`src/rtl/core/sha1_stream_hasher_defines.svh`:
```
// Assertion macros shared by the SHA-1 stream hasher RTL.
// The macros expect signals named clk and rst in the scope that uses them.
`ifndef SHA1_STREAM_HASHER_DEFINES_SVH
`define SHA1_STREAM_HASHER_DEFINES_SVH

// The consequent must hold in the same cycle as the antecedent.
`define SHA1SH_ASSERT_NOW(label, ante, cons, msg) \
  label: assert property (@(posedge clk) disable iff (rst) (ante) |-> (cons)) else $error(msg);

// The consequent must hold in the cycle after the antecedent.
`define SHA1SH_ASSERT_NEXT(label, ante, cons, msg) \
  label: assert property (@(posedge clk) disable iff (rst) (ante) |=> (cons)) else $error(msg);

`endif

```
`src/rtl/core/sha1sh_pkg.sv`:
```
// Shared types, constants and helper functions for the SHA-1 stream hasher.
// No dependencies; every RTL module imports this package.
package sha1sh_pkg;

  localparam int unsigned NumHashWords = 5;
  localparam int unsigned NumRounds    = 80;
  localparam logic [5:0]  LenOffset    = 6'd56;
  localparam logic [7:0]  PadMarker    = 8'h80;
  localparam logic [2:0]  LastWordIdx  = 3'(NumHashWords - 1);
  localparam logic [6:0]  LastRound    = 7'(NumRounds - 1);

  localparam logic [31:0] InitH0 = 32'h67452301;
  localparam logic [31:0] InitH1 = 32'hEFCDAB89;
  localparam logic [31:0] InitH2 = 32'h98BADCFE;
  localparam logic [31:0] InitH3 = 32'h10325476;
  localparam logic [31:0] InitH4 = 32'hC3D2E1F0;

  typedef struct packed {
    logic [7:0] data_byte;
    logic       byte_valid;
    logic       message_end;
  } msg_item_t;

  typedef struct packed {
    logic [31:0] digest_word;
    logic [2:0]  word_index;
    logic        final_word;
  } dig_item_t;

  // Source of the byte written into the block buffer.
  typedef enum logic [1:0] {
    SRC_DATA = 2'd0,
    SRC_MARK = 2'd1,
    SRC_ZERO = 2'd2,
    SRC_LEN  = 2'd3
  } byte_src_t;

  // Commands from the controller to the datapath.
  typedef struct packed {
    logic       put;
    byte_src_t  put_src;
    logic       count_bits;
    logic       load_work;
    logic       round;
    logic [6:0] round_idx;
    logic       add_chain;
    logic       init;
    logic [2:0] out_idx;
  } sha1sh_cmd_t;

  // Status from the datapath to the controller.
  typedef struct packed {
    logic [5:0] fill;
  } sha1sh_stat_t;

  function automatic logic [31:0] round_const(input logic [6:0] r);
    logic [31:0] k;
    if (r < 7'd20) begin
      k = 32'h5A827999;
    end else if (r < 7'd40) begin
      k = 32'h6ED9EBA1;
    end else if (r < 7'd60) begin
      k = 32'h8F1BBCDC;
    end else begin
      k = 32'hCA62C1D6;
    end
    return k;
  endfunction

  function automatic logic [31:0] round_func(input logic [6:0] r, input logic [31:0] b,
                                             input logic [31:0] c, input logic [31:0] d);
    logic [31:0] f;
    if (r < 7'd20) begin
      f = (b & c) | (~b & d);
    end else if (r < 7'd40) begin
      f = b ^ c ^ d;
    end else if (r < 7'd60) begin
      f = (b & c) | (b & d) | (c & d);
    end else begin
      f = b ^ c ^ d;
    end
    return f;
  endfunction

endpackage

```
`src/rtl/core/sha1sh_datapath.sv`:
```
// Datapath of the SHA-1 stream hasher: block buffer and message schedule,
// working variables, chaining words and bit count. Depends on sha1sh_pkg.
module sha1sh_datapath import sha1sh_pkg::*; (
  input  logic         clk,
  input  logic         rst,
  input  sha1sh_cmd_t  cmd,
  input  msg_item_t    msg_item,
  output sha1sh_stat_t stat,
  output logic [31:0]  digest_word
);

  // Sixteen words, word 0 in the top bits. Bytes shift in at the bottom;
  // during the rounds the same register acts as the schedule shift line.
  logic [511:0] blk;
  logic [5:0]   fill;
  logic [63:0]  bits;
  logic [31:0]  h0, h1, h2, h3, h4;
  logic [31:0]  a, b, c, d, e;

  logic [7:0]   put_byte;
  logic [63:0]  len_shift;
  logic [31:0]  w_cur;
  logic [31:0]  w_mix;
  logic [31:0]  w_new;
  logic [31:0]  t_sum;

  assign len_shift = bits << {fill[2:0], 3'b000};

  always_comb begin
    case (cmd.put_src)
      SRC_DATA: put_byte = msg_item.data_byte;
      SRC_MARK: put_byte = PadMarker;
      SRC_ZERO: put_byte = 8'h00;
      SRC_LEN:  put_byte = len_shift[63:56];
      default:  put_byte = 8'h00;
    endcase
  end

  assign w_cur = blk[511:480];
  assign w_mix = blk[95:64] ^ blk[255:224] ^ blk[447:416] ^ blk[511:480];
  assign w_new = {w_mix[30:0], w_mix[31]};
  assign t_sum = {a[26:0], a[31:27]} + round_func(cmd.round_idx, b, c, d) + e
               + round_const(cmd.round_idx) + w_cur;

  always_ff @(posedge clk) begin
    if (cmd.put) begin
      blk <= {blk[503:0], put_byte};
    end else if (cmd.round) begin
      blk <= {blk[479:0], w_new};
    end
    if (cmd.load_work) begin
      a <= h0;
      b <= h1;
      c <= h2;
      d <= h3;
      e <= h4;
    end else if (cmd.round) begin
      a <= t_sum;
      b <= a;
      c <= {b[1:0], b[31:2]};
      d <= c;
      e <= d;
    end
  end

  always_ff @(posedge clk) begin
    if (rst || cmd.init) begin
      h0   <= InitH0;
      h1   <= InitH1;
      h2   <= InitH2;
      h3   <= InitH3;
      h4   <= InitH4;
      bits <= '0;
      fill <= '0;
    end else begin
      if (cmd.add_chain) begin
        h0 <= h0 + a;
        h1 <= h1 + b;
        h2 <= h2 + c;
        h3 <= h3 + d;
        h4 <= h4 + e;
      end
      if (cmd.count_bits) begin
        bits <= bits + 64'd8;
      end
      if (cmd.put) begin
        fill <= fill + 6'd1;
      end
    end
  end

  always_comb begin
    case (cmd.out_idx)
      3'd0:    digest_word = h0;
      3'd1:    digest_word = h1;
      3'd2:    digest_word = h2;
      3'd3:    digest_word = h3;
      3'd4:    digest_word = h4;
      default: digest_word = h4;
    endcase
  end

  assign stat.fill = fill;

endmodule

```
`src/rtl/core/sha1sh_ctrl.sv`:
```
// Controller of the SHA-1 stream hasher: sequences byte intake, rounds,
// padding and digest output. Depends on sha1sh_pkg.
module sha1sh_ctrl import sha1sh_pkg::*; (
  input  logic         clk,
  input  logic         rst,
  input  logic         msg_valid,
  input  msg_item_t    msg_item,
  output logic         msg_stall,
  output logic         dig_valid,
  input  logic         dig_stall,
  input  sha1sh_stat_t stat,
  output sha1sh_cmd_t  cmd
);

  typedef enum logic [4:0] {
    S_IDLE  = 5'b00001,
    S_ROUND = 5'b00010,
    S_ADD   = 5'b00100,
    S_PAD   = 5'b01000,
    S_OUT   = 5'b10000
  } state_t;

  state_t     state, state_next;
  state_t     resume, resume_next;
  logic [6:0] round, round_next;
  logic [2:0] out_idx, out_idx_next;
  logic       marker_done, marker_done_next;
  logic       len_phase, len_phase_next;
  logic       block_full;

  assign block_full = (stat.fill == 6'd63);

  always_comb begin
    state_next       = state;
    resume_next      = resume;
    round_next       = round;
    out_idx_next     = out_idx;
    marker_done_next = marker_done;
    len_phase_next   = len_phase;
    cmd              = '0;
    cmd.put_src      = SRC_DATA;
    cmd.round_idx    = round;
    cmd.out_idx      = out_idx;
    msg_stall        = (state != S_IDLE);
    dig_valid        = (state == S_OUT);

    case (state)
      S_IDLE: begin
        if (msg_valid) begin
          if (msg_item.byte_valid) begin
            cmd.put        = 1'b1;
            cmd.count_bits = 1'b1;
          end
          if (msg_item.message_end) begin
            marker_done_next = 1'b0;
            len_phase_next   = 1'b0;
          end
          if (msg_item.byte_valid && block_full) begin
            cmd.load_work = 1'b1;
            round_next    = '0;
            state_next    = S_ROUND;
            resume_next   = msg_item.message_end ? S_PAD : S_IDLE;
          end else if (msg_item.message_end) begin
            state_next = S_PAD;
          end
        end
      end
      S_ROUND: begin
        cmd.round = 1'b1;
        if (round == LastRound) begin
          state_next = S_ADD;
        end else begin
          round_next = round + 7'd1;
        end
      end
      S_ADD: begin
        cmd.add_chain = 1'b1;
        state_next    = resume;
      end
      S_PAD: begin
        cmd.put = 1'b1;
        if (!marker_done) begin
          cmd.put_src      = SRC_MARK;
          marker_done_next = 1'b1;
        end else if (len_phase || stat.fill == LenOffset) begin
          cmd.put_src    = SRC_LEN;
          len_phase_next = 1'b1;
        end else begin
          cmd.put_src = SRC_ZERO;
        end
        if (block_full) begin
          cmd.load_work = 1'b1;
          round_next    = '0;
          out_idx_next  = '0;
          state_next    = S_ROUND;
          resume_next   = (cmd.put_src == SRC_LEN) ? S_OUT : S_PAD;
        end
      end
      S_OUT: begin
        if (!dig_stall) begin
          if (out_idx == LastWordIdx) begin
            cmd.init   = 1'b1;
            state_next = S_IDLE;
          end else begin
            out_idx_next = out_idx + 3'd1;
          end
        end
      end
      default: begin
        state_next = S_IDLE;
      end
    endcase
  end

  always_ff @(posedge clk) begin
    if (rst) begin
      state       <= S_IDLE;
      resume      <= S_IDLE;
      round       <= '0;
      out_idx     <= '0;
      marker_done <= 1'b0;
      len_phase   <= 1'b0;
    end else begin
      state       <= state_next;
      resume      <= resume_next;
      round       <= round_next;
      out_idx     <= out_idx_next;
      marker_done <= marker_done_next;
      len_phase   <= len_phase_next;
    end
  end

endmodule

```
`src/rtl/core/sha1_stream_hasher.sv`:
```
// Top level of the SHA-1 stream hasher: controller plus datapath.
// Depends on sha1sh_pkg, sha1sh_ctrl, sha1sh_datapath and the defines header.
//
// The block hashes a byte stream with SHA-1. Each input transfer carries at
// most one message byte and may mark the end of the message. While a block
// fills, one byte is taken per cycle. The 64th byte of a block starts the
// compression, which runs one round per cycle through a single round unit and
// a 16-word schedule shift line, then adds into the chaining words; input
// stays stalled through the rounds and the add. On an end transfer the block
// writes the 0x80 marker, zero fill and the 64-bit big-endian bit count one
// byte per cycle outside compressions, running one or two more compressions,
// then presents the digest as five output transfers, word 0 first, with
// final_word set on word 4. Input stays stalled until the last digest word is
// taken; the block then starts a fresh message. A transfer with neither a byte
// nor an end mark changes nothing.
`include "sha1_stream_hasher_defines.svh"
module sha1_stream_hasher import sha1sh_pkg::*; (
  input  logic      clk,
  input  logic      rst,
  input  logic      msg_valid,
  output logic      msg_stall,
  input  msg_item_t msg_item,
  output logic      dig_valid,
  input  logic      dig_stall,
  output dig_item_t dig_item
);

  sha1sh_cmd_t  cmd;
  sha1sh_stat_t stat;
  logic [31:0]  digest_word;

  // The controller decides everything; the datapath only executes commands.
  sha1sh_ctrl u_ctrl (
    .clk       (clk),
    .rst       (rst),
    .msg_valid (msg_valid),
    .msg_item  (msg_item),
    .msg_stall (msg_stall),
    .dig_valid (dig_valid),
    .dig_stall (dig_stall),
    .stat      (stat),
    .cmd       (cmd)
  );

  sha1sh_datapath u_datapath (
    .clk         (clk),
    .rst         (rst),
    .cmd         (cmd),
    .msg_item    (msg_item),
    .stat        (stat),
    .digest_word (digest_word)
  );

  // Digest words come straight from the chaining registers, which hold
  // still while the output is presented.
  assign dig_item.digest_word = digest_word;
  assign dig_item.word_index  = cmd.out_idx;
  assign dig_item.final_word  = (cmd.out_idx == LastWordIdx);

  // No input is taken while a digest is being delivered.
  `SHA1SH_ASSERT_NOW(a_no_input_during_output, dig_valid, msg_stall, "input open during digest output")
  // After the last word the output channel goes quiet.
  `SHA1SH_ASSERT_NEXT(a_output_ends, dig_valid && !dig_stall && dig_item.final_word, !dig_valid, "digest output continued past the last word")
  // Words follow one another in order without gaps.
  `SHA1SH_ASSERT_NEXT(a_word_order, dig_valid && !dig_stall && !dig_item.final_word, dig_valid && (dig_item.word_index == $past(dig_item.word_index) + 3'd1), "digest words out of order")

endmodule
```
`config.mk`:
```
export PLATFORM = sky130hd
export DESIGN_NAME = sha1_stream_hasher
export DESIGN_NICKNAME = d
export VERILOG_FILES = /design/src/rtl/core/sha1sh_pkg.sv /design/src/rtl/core/sha1sh_datapath.sv /design/src/rtl/core/sha1sh_ctrl.sv /design/src/rtl/core/sha1_stream_hasher.sv
export VERILOG_INCLUDE_DIRS = /design/src /design/src/rtl/core
export SDC_FILE = /design/constraint.sdc
export NUM_CORES = 2
export LEC_CHECK = 0
export ABC_CLOCK_PERIOD_IN_PS = 21800
export BUFFER_PORTS_ARGS = -buffer_cell sky130_fd_sc_hd__buf_2
export CAP_MARGIN = 20
export CORE_ASPECT_RATIO = 0.5
export CORE_UTILIZATION = 30
export CTS_CLUSTER_SIZE = 25
export DETAILED_ROUTE_END_ITERATION = 8
export PLACE_DENSITY = 0.49
export SYNTH_ARGS = -nofsm -noshare
export SYNTH_HDL_FRONTEND = slang
export SYNTH_SLANG_ARGS = --single-unit
```
`constraint.sdc`:
```
create_clock -name clk -period 21.8 [get_ports clk]
set_input_delay 4.36 -clock clk [delete_from_list [all_inputs] [get_ports clk]]
set_output_delay 4.36 -clock clk [all_outputs]
set_load 0.005 [all_outputs]
```
==> impl_metrics.csv <==
group,metric,value,unit
yosys,synth_cell_type_count,92,
die,ios,52,
worst_setup_path,crit_buf_inv,4,
power_and_ir_drop,peakVddDrop,109,uV
yosys,ys_async_sr_fraction,0,%
worst_setup_path,critPathArrivalTime,3740,ps
finish,regMostFlops,"u_datapath.blk",
grt,grt_pass1_wl,229,mm
die,die_x,594,um
routing,vias_per_cell,4.88,
routing,vias,39406,
die,num_rows,108,
power_and_ir_drop,fin_total_pwr,5.73,mW
yosys,syn_area,52500,um2
grt,grt.overflow.total,0,
timing,setup_viol,0,
timing,postLayoutSetupSlackWorst,13700,ps
power_and_ir_drop,p_leak,23.8,nW
yosys,synth_top_area_cell,"edfxtp_1",
clock_tree,path_clk_slew,60,ps
die,core,174000,um2
yosys,synth_top_area_share,38.4,%
placed_design,place.gp.congestion,0.862,
timing,fmax,123,MHz
clock_tree,cts_hold_buf,0,
finish,fill_cells,17955,
clock_tree,post_cts_buffers,0,
finish,syn_to_final_growth,10.7,%
clock_tree,cts_buffer_depth,3,
clock_tree,cts_buffers,97,
timing,max_slew_margin,26.2,%
placed_design,place_ws,13500,ps
placed_design,placed_area,55100,um2
worst_setup_path,critPathKind,"register to output pin",
timing,hold_viol,0,
job,maxCapViolCount,0,
die,die-height,298,um
yosys,synth_flop_cell,"edfxtp_1",
worst_setup_path,slowest_delay,650,ps
timing,rsz0062_at_grt,"no",
grt,grtUsageTotal,16.4,%
hold_path,holdCritStartpoint,"u_ctrl.resume[0]",
yosys,syn_nets,6119,
yosys,synth_edf_count,672,
die,die_area,177000,um2
finish,drive_gt1_share,5.00,%
yosys,synth-seq-cells,919,
hold_path,min_path_type,"register to register",
worst_setup_path,crit_slowest_cell,"or4_2",
finish,layout_common_cells,"nand2_1, edfxtp_1, nor2_1, a21oi_1, dfxtp_1",
yosys,seq_area_frac_synth,47.9,%
worst_setup_path,cpMostUsedCell,"buf_4",
timing,setup_tns,0,ps
timing,worstMarginPinSlew,1110,ps
clock_tree,h-tree-depth,3,
grt,grt_max_degree,226,
timing,slew_violations,0,
clock_tree,cts_tree,"built",
finish,fin_util,33.5,%
worst_setup_path,crit_start,"u_ctrl.out_idx[0]",
worst_setup_path,worst_setup_path_start_kind,"register",
clock_tree,clkLatencyLatePin,730,ps
status,outcome,"completed",
routing,wl,148,mm
worst_setup_path,critPathCaptureType,"output pin",
finish,final_area,58100,um2
timing,post-route-period-util,37.2,%
routing,wl_per_cell,18.4,um
routing,drc,0,
placed_design,numPlacedInstances,7885,
routing,firstDrtPassIters,5,
finish,final_cell_count_no_fill,8070,
worst_setup_path,crit_chain,"inv_1, ha_1, nor2b_2, buf_4, or4_2, buf_4, a31oi_1, buf_2",
routing,final_antenna_net_count,0,
power_and_ir_drop,p_per_area,98.6,nW/um2
timing,fin_skew,17.5,ps
worst_setup_path,worstPathMaxFanout,64,
clock_tree,clock-sinks,919,
placed_design,hpwl,101,mm
finish,nNetsFinal,6041,
routing,drt-initial-drc-count,3331,
worst_setup_path,r2r_start,"u_ctrl.round[4]",
worst_setup_path,required,17440,ps
clock_tree,cts_resized,0,
timing,whs,468,ps
finish,reg_top3,"u_datapath.blk x512, u_datapath.bits x61",
timing,fin_crit,8100,ps
grt,grt_antenna_before_repair,5,
grt,grt_pass1_vias,37644,
placed_design,place.port_buffers,51,
yosys,syn-instance-count,5752,
finish,largest_reg_flops,512,
yosys,synth_area_per_cell,9.13,um2
die,start_util,30.2,%
yosys,ys_top_cells_by_area,"edfxtp_1, nand2_1, dfxtp_1",
finish,final_common_cell,"nand2_1",
clock_tree,cts_root_buf,"clkbuf_16",
worst_setup_path,path_delay_family,"buffers and inverters",
yosys,ys_warn_count,0,
[Yosys cell counts, drive strengths merged (5+ instances only)]
library cell	count
o21bai	30
edfxtp	672
nand4	22
a211oi	29
a31oi	46
o211ai	46
xor2	95
fa	124
a221oi	12
and3	32
nor2b	62
nand3b	5
a22oi	67
a311oi	5
and4	7
or2	5
o32a	7
a21oi	280
a21o	83
inv	219
a31o	5
nor4	7
a21boi	5
o21ai	221
o31ai	7
nand2b	26
o32ai	21
o21a	26
ha	229
nor3b	9
buf	18
nor3	52
or3	34
mux2i	16
nand2	2086
xnor2	204
a211o	13
clkbuf	251
o22ai	5
nand3	66
and2	11
nor2	281
dfxtp	247
mux4	13
[routing by layer]
| layer | vias up | GRT usage (%) | wire, um |
|---|---|---|---|
| met4 | 0 | 3.11 | 2460 |
| met2 | 676 | 25.1 | 64400 |
| met3 | 153 | 2.26 | 6570 |
| met1 | 19161 | 24.7 | 74700 |
| met5 | - | 0 | 0 |
| li1 | 19416 | - | - |
[path summary, 6_finish.rpt]
| kind | to | slack, ps | cells after the start |
|---|---|---|---|
| worst min register to register | u_ctrl.resume[0] | 470 | 1 |
| worst min-delay path | u_ctrl.resume[0] | 470 | 1 |
| worst max-delay path | dig_item[20] | 13700 | 8 |
| worst max register to register | u_datapath.a[28] | 14230 | 25 |
[power breakdown]
part / internal [mW] / total [mW] / switching [mW]
Clock: 0.877 / 1.63 / 0.756
Sequential: 2.46 / 2.68 / 0.223
Combinational: 0.480 / 1.42 / 0.940
Total: 3.82 / 5.73 / 1.92
[layout make-up]
type | count | area, um2 | share of cell area, %
well taps | 2310 | 2890 | 4.97
multi-input cells | 4344 | 25600 | 44.1
repair buffers | 92 | 613 | 1.05
clock buffers | 132 | 2630 | 4.53
flip-flops and latches | 919 | 25100 | 43.2
diodes | 2 | 5.00 | 0.00861
clock inverters | 51 | 402 | 0.691
inverters | 220 | 826 | 1.42
[cell families (layout without fill, tap and decap cells)]
family | count (synthesis) | count (layout) | synth area share (%)
DFF | 919 | 919 | 47.9
adders and majority gates | 353 | 353 | 10.2
muxes | 29 | 29 | 0.863
buffers and inverters | 489 | 495 | 3.52
other | 0 | 2 | 0
xor gates and xnor gates | 299 | 299 | 4.99
and+or+nand+nor | 2712 | 2712 | 21.1
AOI/OAI and AO/OA | 951 | 951 | 11.5
(Power assumes the default switching activity.)
